### config.mk
export PLATFORM = sky130hd
export DESIGN_NAME = wildcard_byte_pattern_scan_core
export DESIGN_NICKNAME = d
export VERILOG_FILES = /design/src/sv/wbps_pkg.sv /design/src/sv/wbps_front.sv /design/src/sv/wbps_queue.sv /design/src/sv/wbps_back.sv /design/src/sv/wildcard_byte_pattern_scan_core.sv
export VERILOG_INCLUDE_DIRS = /design/src /design/src/sv
export SDC_FILE = /design/constraint.sdc
export NUM_CORES = 2
export LEC_CHECK = 0
export BUFFER_PORTS_ARGS = -buffer_cell sky130_fd_sc_hd__buf_2
export CORE_MARGIN = 4
export CORE_UTILIZATION = 35
export CTS_BUF_LIST = sky130_fd_sc_hd__clkbuf_16
export DETAILED_ROUTE_END_ITERATION = 7
export PLACE_DENSITY = 0.48
export SLEW_MARGIN = 20
export SYNTH_ARGS = -nofsm -noshare
export SYNTH_HDL_FRONTEND = slang
export SYNTH_SLANG_ARGS = --single-unit
### constraint.sdc
create_clock -name i_clk -period 11.6 [get_ports i_clk]
set_input_delay 2.32 -clock i_clk [delete_from_list [all_inputs] [get_ports i_clk]]
set_output_delay 2.32 -clock i_clk [all_outputs]
set_load 0.01 [all_outputs]
### src/sv/wildcard_byte_pattern_scan_core_assert.svh
// ---------------------------------------------------------------------------
// Wildcard byte pattern scan core: assertion macros
// Shared concurrent check templates, clocked on i_clk, quiet in reset.
// ---------------------------------------------------------------------------
`ifndef WILDCARD_BYTE_PATTERN_SCAN_CORE_ASSERT_SVH
`define WILDCARD_BYTE_PATTERN_SCAN_CORE_ASSERT_SVH

// Same-cycle implication check
`define WBPS_CHECK_NOW(lbl, ante, cons, msg) \
    lbl: assert property (@(posedge i_clk) disable iff (!i_rst_n) \
        (ante) |-> (cons)) else $error(msg);

// Next-cycle implication check
`define WBPS_CHECK_NEXT(lbl, ante, cons, msg) \
    lbl: assert property (@(posedge i_clk) disable iff (!i_rst_n) \
        (ante) |=> (cons)) else $error(msg);

`endif

### src/sv/wbps_pkg.sv
// ---------------------------------------------------------------------------
// wbps_pkg
// Types and fixed constants of the wildcard byte pattern scan core.
// ---------------------------------------------------------------------------
package wbps_pkg;

    localparam int PAT_BYTES  = 32;
    localparam int PAT_REGS   = 4;
    localparam int LEN_W      = 6;
    localparam int OFS_W      = 5;
    localparam int ADDR_W     = 64;
    localparam int CFG_IDX_W  = 3;
    localparam int CFG_DATA_W = 64;
    localparam int WILD_W     = 32;
    localparam int CNT_W      = 16;

    localparam logic [LEN_W-1:0] LEN_RESET = 6'd1;
    localparam logic [CNT_W-1:0] MAX_RESET = 16'hFFFF;

    // Configuration register indexes
    typedef enum logic [CFG_IDX_W-1:0] {
        CFG_PAT0 = 3'd0,
        CFG_PAT1 = 3'd1,
        CFG_PAT2 = 3'd2,
        CFG_PAT3 = 3'd3,
        CFG_WILD = 3'd4,
        CFG_LEN  = 3'd5,
        CFG_MAX  = 3'd6
    } t_cfg_reg;

    // One reported hit: address of the newest byte and the window offset
    typedef struct packed {
        logic [ADDR_W-1:0] addr;
        logic [OFS_W-1:0]  ofs;
    } t_hit;

    // Queue status seen by the front and back parts
    typedef struct packed {
        logic full;
        logic valid;
    } t_q_status;

endpackage

### src/sv/wbps_front.sv
// ---------------------------------------------------------------------------
// wbps_front
// Accepts bytes, keeps the block window, address and match count, and
// classifies each byte as a reportable hit against the masked pattern.
// ---------------------------------------------------------------------------
module wbps_front #(
    parameter int MAX_PATTERN = 32
) (
    input  logic                             i_clk,
    input  logic                             i_rst_n,
    input  logic                             i_cfg_we,
    input  logic [wbps_pkg::CFG_IDX_W-1:0]   i_cfg_index,
    input  logic [wbps_pkg::CFG_DATA_W-1:0]  i_cfg_data,
    input  logic                             i_in_valid,
    output logic                             o_in_ready,
    input  logic [7:0]                       i_data_byte,
    input  logic                             i_first_in_block,
    input  logic                             i_last_in_block,
    input  logic [wbps_pkg::ADDR_W-1:0]      i_base_address,
    input  wbps_pkg::t_q_status              i_qstat,
    output logic                             o_push,
    output wbps_pkg::t_hit                   o_hit
);

    localparam int LIM = (MAX_PATTERN < wbps_pkg::PAT_BYTES) ? MAX_PATTERN
                                                              : wbps_pkg::PAT_BYTES;
    localparam int WIN = (LIM > 1) ? LIM - 1 : 1;
    localparam int FW  = $clog2(LIM + 1);
    localparam int LW  = wbps_pkg::LEN_W;

    // Configuration registers
    logic [wbps_pkg::CFG_DATA_W-1:0] r_pat [wbps_pkg::PAT_REGS];
    logic [wbps_pkg::CFG_DATA_W-1:0] n_pat [wbps_pkg::PAT_REGS];
    logic [wbps_pkg::WILD_W-1:0]     r_wild, n_wild;
    logic [LW-1:0]                   r_len_raw, n_len_raw;
    logic [wbps_pkg::CNT_W-1:0]      r_max, n_max;

    // Pattern aligned to the window, rebuilt from the next config values
    logic [7:0]    r_apat [LIM];
    logic [7:0]    n_apat [LIM];
    logic [LIM-1:0] r_care, n_care;
    logic [LW-1:0] r_len_act, n_len_act;

    // Scan state
    logic [7:0]                 r_win [WIN];
    logic [FW-1:0]              r_fill, n_fill;
    logic [wbps_pkg::ADDR_W-1:0] r_next, n_next;
    logic [wbps_pkg::CNT_W-1:0] r_count, n_count;

    logic [wbps_pkg::PAT_BYTES*8-1:0] w_pat_flat;
    logic [7:0]                 w_wnew [LIM];
    logic [LIM-1:0]             w_ok;
    logic [FW-1:0]              w_fill_base, w_fill_new;
    logic [wbps_pkg::ADDR_W-1:0] w_addr;
    logic [LW-1:0]              w_len_m1;
    logic                       w_accept, w_hit, w_report;

    // Apply config writes; force reset values while in reset
    always_comb begin
        for (int i = 0; i < wbps_pkg::PAT_REGS; i++) begin
            n_pat[i] = r_pat[i];
        end
        n_wild    = r_wild;
        n_len_raw = r_len_raw;
        n_max     = r_max;
        if (!i_rst_n) begin
            for (int i = 0; i < wbps_pkg::PAT_REGS; i++) begin
                n_pat[i] = '0;
            end
            n_wild    = '0;
            n_len_raw = wbps_pkg::LEN_RESET;
            n_max     = wbps_pkg::MAX_RESET;
        end else if (i_cfg_we) begin
            case (wbps_pkg::t_cfg_reg'(i_cfg_index))
                wbps_pkg::CFG_PAT0, wbps_pkg::CFG_PAT1,
                wbps_pkg::CFG_PAT2, wbps_pkg::CFG_PAT3: begin
                    n_pat[i_cfg_index[1:0]] = i_cfg_data;
                end
                wbps_pkg::CFG_WILD: n_wild    = i_cfg_data[wbps_pkg::WILD_W-1:0];
                wbps_pkg::CFG_LEN:  n_len_raw = i_cfg_data[LW-1:0];
                wbps_pkg::CFG_MAX:  n_max     = i_cfg_data[wbps_pkg::CNT_W-1:0];
                default: ;
            endcase
        end
    end

    // Clamp length and align pattern bytes to window slots (slot 0 = newest)
    always_comb begin
        logic [LW-1:0] idx;
        logic [LW-1:0] len_m1;
        for (int i = 0; i < wbps_pkg::PAT_REGS; i++) begin
            w_pat_flat[i*wbps_pkg::CFG_DATA_W +: wbps_pkg::CFG_DATA_W] = n_pat[i];
        end
        if (n_len_raw == '0) begin
            n_len_act = LW'(1);
        end else if (n_len_raw > LW'(LIM)) begin
            n_len_act = LW'(LIM);
        end else begin
            n_len_act = n_len_raw;
        end
        len_m1 = n_len_act - LW'(1);
        idx    = '0;
        for (int j = 0; j < LIM; j++) begin
            idx       = len_m1 - LW'(j);
            n_apat[j] = w_pat_flat[{idx[wbps_pkg::OFS_W-1:0], 3'b000} +: 8];
            n_care[j] = (LW'(j) < n_len_act) && !n_wild[idx[wbps_pkg::OFS_W-1:0]];
        end
    end

    always_ff @(posedge i_clk) begin
        for (int i = 0; i < wbps_pkg::PAT_REGS; i++) begin
            r_pat[i] <= n_pat[i];
        end
        r_wild    <= n_wild;
        r_len_raw <= n_len_raw;
        r_max     <= n_max;
        r_apat    <= n_apat;
        r_care    <= n_care;
        r_len_act <= n_len_act;
    end

    // Classify the incoming byte against the shifted window
    assign w_accept    = i_in_valid && o_in_ready;
    assign w_fill_base = i_first_in_block ? '0 : r_fill;
    assign w_fill_new  = (w_fill_base == FW'(LIM)) ? w_fill_base : w_fill_base + FW'(1);
    assign w_addr      = i_first_in_block ? i_base_address : r_next;
    assign w_len_m1    = r_len_act - LW'(1);

    always_comb begin
        w_wnew[0] = i_data_byte;
        for (int j = 1; j < LIM; j++) begin
            w_wnew[j] = r_win[j-1];
        end
        for (int j = 0; j < LIM; j++) begin
            w_ok[j] = !r_care[j] || (w_wnew[j] == r_apat[j]);
        end
    end

    assign w_hit    = ((LW+1)'(w_fill_new) >= (LW+1)'(r_len_act)) && (&w_ok);
    assign w_report = w_hit && (r_count < r_max);

    // Next scan state
    always_comb begin
        n_fill  = r_fill;
        n_next  = r_next;
        n_count = r_count;
        if (w_accept) begin
            n_fill = i_last_in_block ? '0 : w_fill_new;
            n_next = w_addr + wbps_pkg::ADDR_W'(1);
            if (w_report) begin
                n_count = r_count + wbps_pkg::CNT_W'(1);
            end
        end
    end

    always_ff @(posedge i_clk) begin
        if (!i_rst_n) begin
            r_fill  <= '0;
            r_next  <= '0;
            r_count <= '0;
        end else begin
            r_fill  <= n_fill;
            r_next  <= n_next;
            r_count <= n_count;
        end
    end

    // Shift the window on every accepted byte
    always_ff @(posedge i_clk) begin
        if (w_accept) begin
            r_win[0] <= i_data_byte;
            for (int j = 1; j < WIN; j++) begin
                r_win[j] <= r_win[j-1];
            end
        end
    end

    assign o_in_ready = !i_qstat.full;
    assign o_push     = w_accept && w_report;
    assign o_hit.addr = w_addr;
    assign o_hit.ofs  = w_len_m1[wbps_pkg::OFS_W-1:0];

endmodule

### src/sv/wbps_queue.sv
// ---------------------------------------------------------------------------
// wbps_queue
// Short FIFO of classified hits between the front and back parts.
// ---------------------------------------------------------------------------
module wbps_queue #(
    parameter int DEPTH = 4
) (
    input  logic                i_clk,
    input  logic                i_rst_n,
    input  logic                i_push,
    input  wbps_pkg::t_hit      i_data,
    input  logic                i_pop,
    output wbps_pkg::t_hit      o_data,
    output wbps_pkg::t_q_status o_stat
);

    localparam int PW = (DEPTH > 1) ? $clog2(DEPTH) : 1;
    localparam int CW = $clog2(DEPTH + 1);

    wbps_pkg::t_hit r_mem [DEPTH];
    logic [PW-1:0]  r_wp, n_wp, r_rp, n_rp;
    logic [CW-1:0]  r_cnt, n_cnt;

    // Advance pointers and occupancy
    always_comb begin
        n_wp  = r_wp;
        n_rp  = r_rp;
        n_cnt = r_cnt;
        if (i_push) begin
            n_wp = (r_wp == PW'(DEPTH - 1)) ? '0 : r_wp + PW'(1);
        end
        if (i_pop) begin
            n_rp = (r_rp == PW'(DEPTH - 1)) ? '0 : r_rp + PW'(1);
        end
        case ({i_push, i_pop})
            2'b10:   n_cnt = r_cnt + CW'(1);
            2'b01:   n_cnt = r_cnt - CW'(1);
            default: n_cnt = r_cnt;
        endcase
    end

    always_ff @(posedge i_clk) begin
        if (!i_rst_n) begin
            r_wp  <= '0;
            r_rp  <= '0;
            r_cnt <= '0;
        end else begin
            r_wp  <= n_wp;
            r_rp  <= n_rp;
            r_cnt <= n_cnt;
        end
    end

    // Store entries
    always_ff @(posedge i_clk) begin
        if (i_push) begin
            r_mem[r_wp] <= i_data;
        end
    end

    assign o_data       = r_mem[r_rp];
    assign o_stat.full  = (r_cnt == CW'(DEPTH));
    assign o_stat.valid = (r_cnt != '0);

endmodule

### src/sv/wbps_back.sv
// ---------------------------------------------------------------------------
// wbps_back
// Drains the hit queue, forms the window start address and holds it in
// the output register until taken.
// ---------------------------------------------------------------------------
module wbps_back (
    input  logic                        i_clk,
    input  logic                        i_rst_n,
    input  wbps_pkg::t_q_status         i_qstat,
    input  wbps_pkg::t_hit              i_hit,
    output logic                        o_pop,
    output logic                        o_out_valid,
    input  logic                        i_out_ready,
    output logic [wbps_pkg::ADDR_W-1:0] o_match_address
);

    logic                        r_valid;
    logic [wbps_pkg::ADDR_W-1:0] r_addr;

    // Pop when the output register is free or being emptied
    assign o_pop = i_qstat.valid && (!r_valid || i_out_ready);

    always_ff @(posedge i_clk) begin
        if (!i_rst_n) begin
            r_valid <= 1'b0;
        end else if (o_pop) begin
            r_valid <= 1'b1;
        end else if (i_out_ready) begin
            r_valid <= 1'b0;
        end
    end

    // Step back from the newest byte to the first byte of the window
    always_ff @(posedge i_clk) begin
        if (o_pop) begin
            r_addr <= i_hit.addr - wbps_pkg::ADDR_W'(i_hit.ofs);
        end
    end

    assign o_out_valid     = r_valid;
    assign o_match_address = r_addr;

endmodule

### src/sv/wildcard_byte_pattern_scan_core.sv
// A matching byte, once accepted, is pushed into the hit queue; its start address
// is then registered onto o_match_address when the output register can take it.
// Throughput: one byte per cycle; the front stalls only when the hit queue
// (QUEUE_DEPTH entries) is full because the output side is held.
// Reset (i_rst_n low, synchronous): config returns to pattern 0, no wildcards,
// length 1, limit 65535; window fill, address and match count clear.
// ---------------------------------------------------------------------------
// wildcard_byte_pattern_scan_core
// Scans a stream of block bytes for a wildcard byte pattern and reports the
// start address of every match, up to a configured match limit.
// ---------------------------------------------------------------------------
`include "wildcard_byte_pattern_scan_core_assert.svh"

module wildcard_byte_pattern_scan_core #(
    parameter int MAX_PATTERN = 32,
    parameter int QUEUE_DEPTH = 4
) (
    input  logic                             i_clk,
    input  logic                             i_rst_n,
    input  logic                             i_cfg_we,
    input  logic [wbps_pkg::CFG_IDX_W-1:0]   i_cfg_index,
    input  logic [wbps_pkg::CFG_DATA_W-1:0]  i_cfg_data,
    input  logic                             i_in_valid,
    output logic                             o_in_ready,
    input  logic [7:0]                       i_data_byte,
    input  logic                             i_first_in_block,
    input  logic                             i_last_in_block,
    input  logic [wbps_pkg::ADDR_W-1:0]      i_base_address,
    output logic                             o_out_valid,
    input  logic                             i_out_ready,
    output logic [wbps_pkg::ADDR_W-1:0]      o_match_address
);

    logic                w_push, w_pop;
    wbps_pkg::t_hit      w_hit_in, w_hit_out;
    wbps_pkg::t_q_status w_qstat;

    // Front: accept and classify bytes
    wbps_front #(
        .MAX_PATTERN (MAX_PATTERN)
    ) u_front (
        .i_clk            (i_clk),
        .i_rst_n          (i_rst_n),
        .i_cfg_we         (i_cfg_we),
        .i_cfg_index      (i_cfg_index),
        .i_cfg_data       (i_cfg_data),
        .i_in_valid       (i_in_valid),
        .o_in_ready       (o_in_ready),
        .i_data_byte      (i_data_byte),
        .i_first_in_block (i_first_in_block),
        .i_last_in_block  (i_last_in_block),
        .i_base_address   (i_base_address),
        .i_qstat          (w_qstat),
        .o_push           (w_push),
        .o_hit            (w_hit_in)
    );

    // Queue: decouple classification from delivery
    wbps_queue #(
        .DEPTH (QUEUE_DEPTH)
    ) u_queue (
        .i_clk   (i_clk),
        .i_rst_n (i_rst_n),
        .i_push  (w_push),
        .i_data  (w_hit_in),
        .i_pop   (w_pop),
        .o_data  (w_hit_out),
        .o_stat  (w_qstat)
    );

    // Back: form and deliver match addresses
    wbps_back u_back (
        .i_clk           (i_clk),
        .i_rst_n         (i_rst_n),
        .i_qstat         (w_qstat),
        .i_hit           (w_hit_out),
        .o_pop           (w_pop),
        .o_out_valid     (o_out_valid),
        .i_out_ready     (i_out_ready),
        .o_match_address (o_match_address)
    );

    // Checks
    `WBPS_CHECK_NOW(a_no_push_full, w_push, !w_qstat.full, "hit pushed into full queue")
    `WBPS_CHECK_NOW(a_no_pop_empty, w_pop, w_qstat.valid, "pop from empty queue")
    `WBPS_CHECK_NEXT(a_empty_stays, !w_qstat.valid && !w_push, !w_qstat.valid,
                     "queue filled without a push")
    `WBPS_CHECK_NEXT(a_full_stays, w_qstat.full && !w_pop, w_qstat.full,
                     "queue drained without a pop")

endmodule

Word-level counts from Yosys, hierarchy flattened
Memory sizes are Yosys's and may differ from the RTL's. A register that Yosys moved wholly into a read port is not among the register bits. Cells that the tools add are included.

$add $sub $neg: 41. Shift-type cells: 32. Bitwise gates (word level): 1. Equal/unequal tests: 44. Mux-type cells: 93. $lt $le $gt $ge: 69. Reduce and logical (&&, ||, !) cells: 146.

Operators by type and width (count): 256-bit by 9-bit indexed part select with 8-bit output (32); 256-bit two-way mux (3); 256-bit bitwise mux (1); 8-bit equality test (32); 5-bit by 6-bit < comparator with 1-bit output (second input constant) (32); 1-bit binary-select mux with 5-bit select (32); 64-bit demux with 2-bit select (1); 64-bit two-way mux (2); 5-bit by 6-bit < comparator with 1-bit output (first input constant) (16); 32-bit two-way mux (3); 5-bit subtractor (second input constant) (16); 1-bit zero test (66); 64-bit by 1-bit adder with 64-bit output (second input constant) (1); 64-bit by 5-bit subtractor with 64-bit output (1); 4-bit by 6-bit < comparator with 1-bit output (first input constant) (8); 6-bit two-way mux (8); 5-bit by 4-bit subtractor with 5-bit output (second input constant) (8); 1-bit logical AND (38); 1-bit two-way mux (38); 1-bit logical OR (33); 32-bit AND reduction (1); 3-bit by 6-bit < comparator with 1-bit output (first input constant) (4); 5-bit by 3-bit subtractor with 5-bit output (second input constant) (4); 16-bit by 1-bit adder with 16-bit output (second input constant) (1); other kinds (28) (45).

Output and inout port bits: 66. Register bits: 506. Bits of input ports: 146. Memory bits (writable): 780. Memories kept: 3. Word-level logic and storage cells: 474.

Memories: u_queue.r_mem (words 4, width 69, rd ports 1, clocked after memory_dff 1, write ports 1, RTL line wbps_queue.sv:20) `wbps_pkg::t_hit r_mem [DEPTH];`; u_front.r_pat (words 4, width 64, rd ports 4, clocked after memory_dff 0, write ports 4, RTL line wbps_front.sv:32) `logic [wbps_pkg::CFG_DATA_W-1:0] r_pat [wbps_pkg::PAT_REGS];`; u_front.r_win (words 31, width 8, rd ports 31, clocked after memory_dff 0, write ports 31, RTL line wbps_front.sv:45) `logic [7:0] r_win [WIN];`.

Logic depth before layout (Yosys ltp)
Word-level depth: 13. Gate-level depth with buffers: 29. Gate-level depth less buffers: 21.

Cells and area by module
Synthesis repeated with hierarchy kept, for this count alone.

Cell total of the unflattened synthesis: 6378. Area, all modules: 64418.0 um^2.

By module, submodules not included: wbps_front (cells an instance 5676, sequential area each 21260.4 um^2, area an instance 50505.9 um^2, times used 1); wbps_queue (cells an instance 404, sequential area each 8468.1 um^2, area an instance 10421.2 um^2, times used 1); wbps_back (cells an instance 298, sequential area each 1941.9 um^2, area an instance 3490.8 um^2, times used 1).

Least setup slack after synthesis
Ideal clock, no wire load.

Path kind: input to register. Start point: input i_in_valid. End point: memory u_front.r_win[0][0], enable pin. Path buffers: 3. Required time: 10892 ps. Setup slack: 1122 ps. Setup time: 708 ps. Data arrival time: 9771 ps. Stages on the path: 5. Path through: nand2_1 > clkbuf_1 > inv_1 > clkbuf_1 > buf_1.

RTL lines: start, declared (RTL line wildcard_byte_pattern_scan_core.sv:23) `input logic i_in_valid,`; end, declared (RTL line wbps_front.sv:45).

==> results_dict.tcl <==
set metrics [dict create \
    status "complete, no violations" \
    clkLatencyLatePin_ns 0.83 \
    die_h_um 433 \
    hold_buffers 0 \
    pwr-share-clk_pct 37.4 \
    wl_met3_um 11500 \
    worstPathArrival_ns 8.15 \
    critical_path_class "in -> reg" \
    port_buffers 211 \
    fin_nets 5828 \
    root_buffer "clkbuf_16" \
    grt_pass1_vias 44200 \
    startpoint_type "input pin" \
    hp-class "reg -> reg" \
    num_rows 155 \
    grtUsageTotal_pct 25.9 \
    finalSetupViolations 0 \
    dp_hpwl_um 185000 \
    syn_area_sq_mm 0.0633 \
    syn_nets 5698 \
    intPower_uw 8860 \
    maxSlewViolCount 0 \
    place_inst 7844 \
    synthCells 5512 \
    skew_ns 0.0520 \
    first_pass_iters 7 \
    endpoint_kind "flip-flop" \
    synth_warnings 0 \
    cts.clk_slew.worst_paths_ns 0.06 \
    drc 0 \
    r2r_end "u_back.o_match_address[52]" \
    post-cts-setup-buffers 0 \
    grt_pass1_wl_um 342000 \
    cp_max_fo 70 \
    async_flop_share_pct 0 \
    wl_met1_um 96200 \
    slew_headroom_pct 19.7 \
    fmax_ghz 0.135 \
    hold_violations 0 \
    layout.cells.non_filler 8136 \
    swShare_pct 29.8 \
    min_period_ns 7.40 \
    r2r_slack_ns 5.79 \
    cts_tree "yes" \
    antenna_found_initial 19 \
    hold_path_depth 2 \
    synth_area_leaders "edfxtp_1, dfxtp_1, mux2i_1, mux2_2, xnor2_1" \
    synth-seq-cells 1288 \
    h-tree-depth 4 \
    coreArea_sq_mm 0.179 \
    netlist.area_leader.share_pct 27.9 \
    switchingPower_uw 3760 \
    wl_per_cell_um 30.5 \
    die_w_um 433 \
    drive_above_1_share_pct 17.8 \
    final_util_pct 40.1 \
    start_util_pct 35.3 \
    ctsResizeCount 0 \
    cts.path.max_buffers 3 \
    vias 44300 \
    area_delta_synth_final_pct 13.5 \
    rsz0062_at_grt "no" \
    grt_max_degree 163 \
    synth_seq_area_share_pct 50.0 \
    p_leak_uw 0.0281 \
    min_delay_worst_endpoint "u_front.r_next[18]" \
    period_share_pct 63.8 \
    wl_met2_um 122000 \
    tns_ns 0 \
    die_area_sq_mm 0.188 \
    power_density_mw_per_mm2 175 \
    gr-total-overflow 0 \
    reg2reg_depth 12 \
    ant_nets 0 \
    worstHoldStart "u_front.r_next[18]" \
    tightest_slew_ns 1.20 \
    syn_avg_cell_area_sq_um 11.5 \
    routed_wl_um 248000 \
    pwr-share-seq_pct 45.5 \
    cts_made_buffers 150 \
    cts_sinks 1288 \
    first_iter_violations 3327 \
    vdd.ir_drop.worst_v 0.000125 \
    synth_cell_types 90 \
    cap_violations 0 \
    power_frac_comb_pct 17.1 \
    synth_ff_type "dfxtp_1" \
    routed_via_density 5.45 \
    synth_edf_count 588 \
    yosysTopAreaCell "edfxtp_1" \
    dr.max_layer_used "met5" \
    place.gp.congestion 0.986 \
    critPathRequiredTime_ns 12.35 \
    io_pins 212 \
]
-- per-stage QoR --
stage / setup WS (ns) / instance area, sq um / power, uW / hold WS [ns]
2_1_floorplan: 1.12 / 63300 / 7130 / 0.429
3_3_place_gp: 3.47 / 66900 / 7980 / 0.439
3_5_place_dp: 3.42 / 67000 / 8000 / 0.443
4_1_cts: 4.25 / 71800 / 12700 / 0.451
5_1_grt: 3.94 / 71900 / 13100 / 0.469
6_report: 4.20 / 71900 / 12600 / 0.449
-- flip-flops by register name, summed over array words and instances, names as in the netlist, named ones only --
| name | cells |
|---|---|
| u_front.r_pat | 256 |
| u_queue.r_rp | 2 |
| u_back.o_out_valid | 1 |
| u_front.r_win | 248 |
| u_front.r_fill | 6 |
| u_queue.r_wp | 2 |
| u_back.o_match_address | 64 |
| u_front.r_max | 16 |
| u_front.r_len_act | 6 |
| u_front.r_wild | 32 |
| u_queue.r_cnt | 3 |
| u_front.r_care | 32 |
| u_front.r_count | 16 |
| u_front.r_next | 64 |
| u_front.r_apat | 256 |
| u_queue.r_mem | 276 |
| u_front.r_len_raw | 6 |
-- cell type report --
type                    count  area (sq um)
flip-flops and latches   1288         31700
multi-input cells        3806         30200
repair buffers            299          1810
diodes                     13          32.5
clock inverters           125          1030
clock buffers             153          3830
fillers                 17500        107000
inverters                  97           392
well taps                2355          2950
-- cells in the mapped netlist, drive strengths merged, types with 96 or more instances --
library cell and number:
nand2 763, a21oi 393, nand4 104, clkbuf 167, mux2i 1085, mux4 96
dfxtp 700, mux2 315, nor2 124, inv 96, buf 154, xnor2 344
edfxtp 588
-- worst max-delay path: stages --
cell     delay (ns)
buf_2          0.41
buf_4          0.42
nor4b_1        0.29
mux2_2         0.25
o211a_1        0.38
nor2_8         0.17
inv_8          0.56
ha_4           0.47
inv_6          0.69
o22ai_2        0.31
xnor2_4        0.59
buf_4          0.50
mux2i_1        0.42
mux2_2         0.23
-- power by group through the flow --
stage | Sequential, uW | Clock (uW) | Combinational [uW]
floorplan | 5790 | 0 | 1340
global placement | 5830 | 0 | 2150
detailed placement | 5830 | 0 | 2170
CTS | 5740 | 4820 | 2170
global route | 5770 | 5000 | 2300
finish | 5740 | 4720 | 2160
-- how the worst max path moves through the flow --
| stage | start | endpoint | slack (ns) | cells after the start |
|---|---|---|---|---|
| 3_5_place_dp | i_rst_n | u_front.r_apat[187] | 3.42 | 14 |
| 5_1_grt | i_rst_n | u_front.r_care[6] | 3.94 | 15 |
| 2_1_floorplan | i_in_valid | u_front.r_win[0][0] | 1.12 | 5 |
| 3_3_place_gp | i_rst_n | u_front.r_care[30] | 3.47 | 15 |
| 4_1_cts | i_rst_n | u_front.r_apat[145] | 4.25 | 14 |
| 6_report | i_rst_n | u_front.r_apat[20] | 4.20 | 14 |
-- logic make-up (layout without fill, tap and decap cells) --
group / after synthesis / after routing / synth area share (%)
AO/OA/AOI/OAI: 591 / 591 / 5.26
XOR/XNOR: 391 / 391 / 5.53
adder cells (fa/ha/maj): 40 / 40 / 0.814
buffers and inverters: 418 / 674 / 2.91
flip-flops: 1288 / 1288 / 50.0
multiplexers: 1496 / 1496 / 26.2
other: 0 / 13 / 0
AND/OR/NAND/NOR: 1288 / 1288 / 9.32
-- per-layer routing --
| metal | track usage [%] | vias up |
|---|---|---|
| met5 | 0 | - |
| met4 | 16.7 | 4 |
| met3 | 3.91 | 448 |
| met2 | 44.8 | 1279 |
| met1 | 29.9 | 22400 |
| li1 | - | 20200 |
-- cell usage in the layout (no fill, tap or decap), types with 8 or more instances in the layout --
| cell type | instances |
|---|---|
| a211oi_1 | 16 |
| a21o_1 | 20 |
| a21oi_1 | 389 |
| and2_1 | 12 |
| and3_1 | 19 |
| buf_2 | 210 |
| buf_4 | 83 |
| bufinv_16 | 12 |
| clkbuf_16 | 153 |
| clkinv_1 | 28 |
| clkinv_2 | 28 |
| clkinvlp_4 | 10 |
| dfxtp_1 | 698 |
| diode_2 | 13 |
| edfxtp_1 | 588 |
| ha_1 | 37 |
| inv_1 | 120 |
| mux2_2 | 314 |
| mux2i_1 | 1085 |
| mux4_2 | 96 |
| nand2_1 | 759 |
| nand2b_1 | 15 |
| nand3_1 | 88 |
| nand3b_1 | 23 |
| nand4_1 | 104 |
| nor2_1 | 118 |
| nor2b_1 | 12 |
| nor3_1 | 35 |
| nor4_1 | 15 |
| o211ai_1 | 21 |
| o21ai_0 | 82 |
| or3_1 | 21 |
| xnor2_1 | 324 |
| xnor2_2 | 8 |
| xnor2_4 | 12 |
| xor2_1 | 47 |
(Power assumes the default switching activity.)
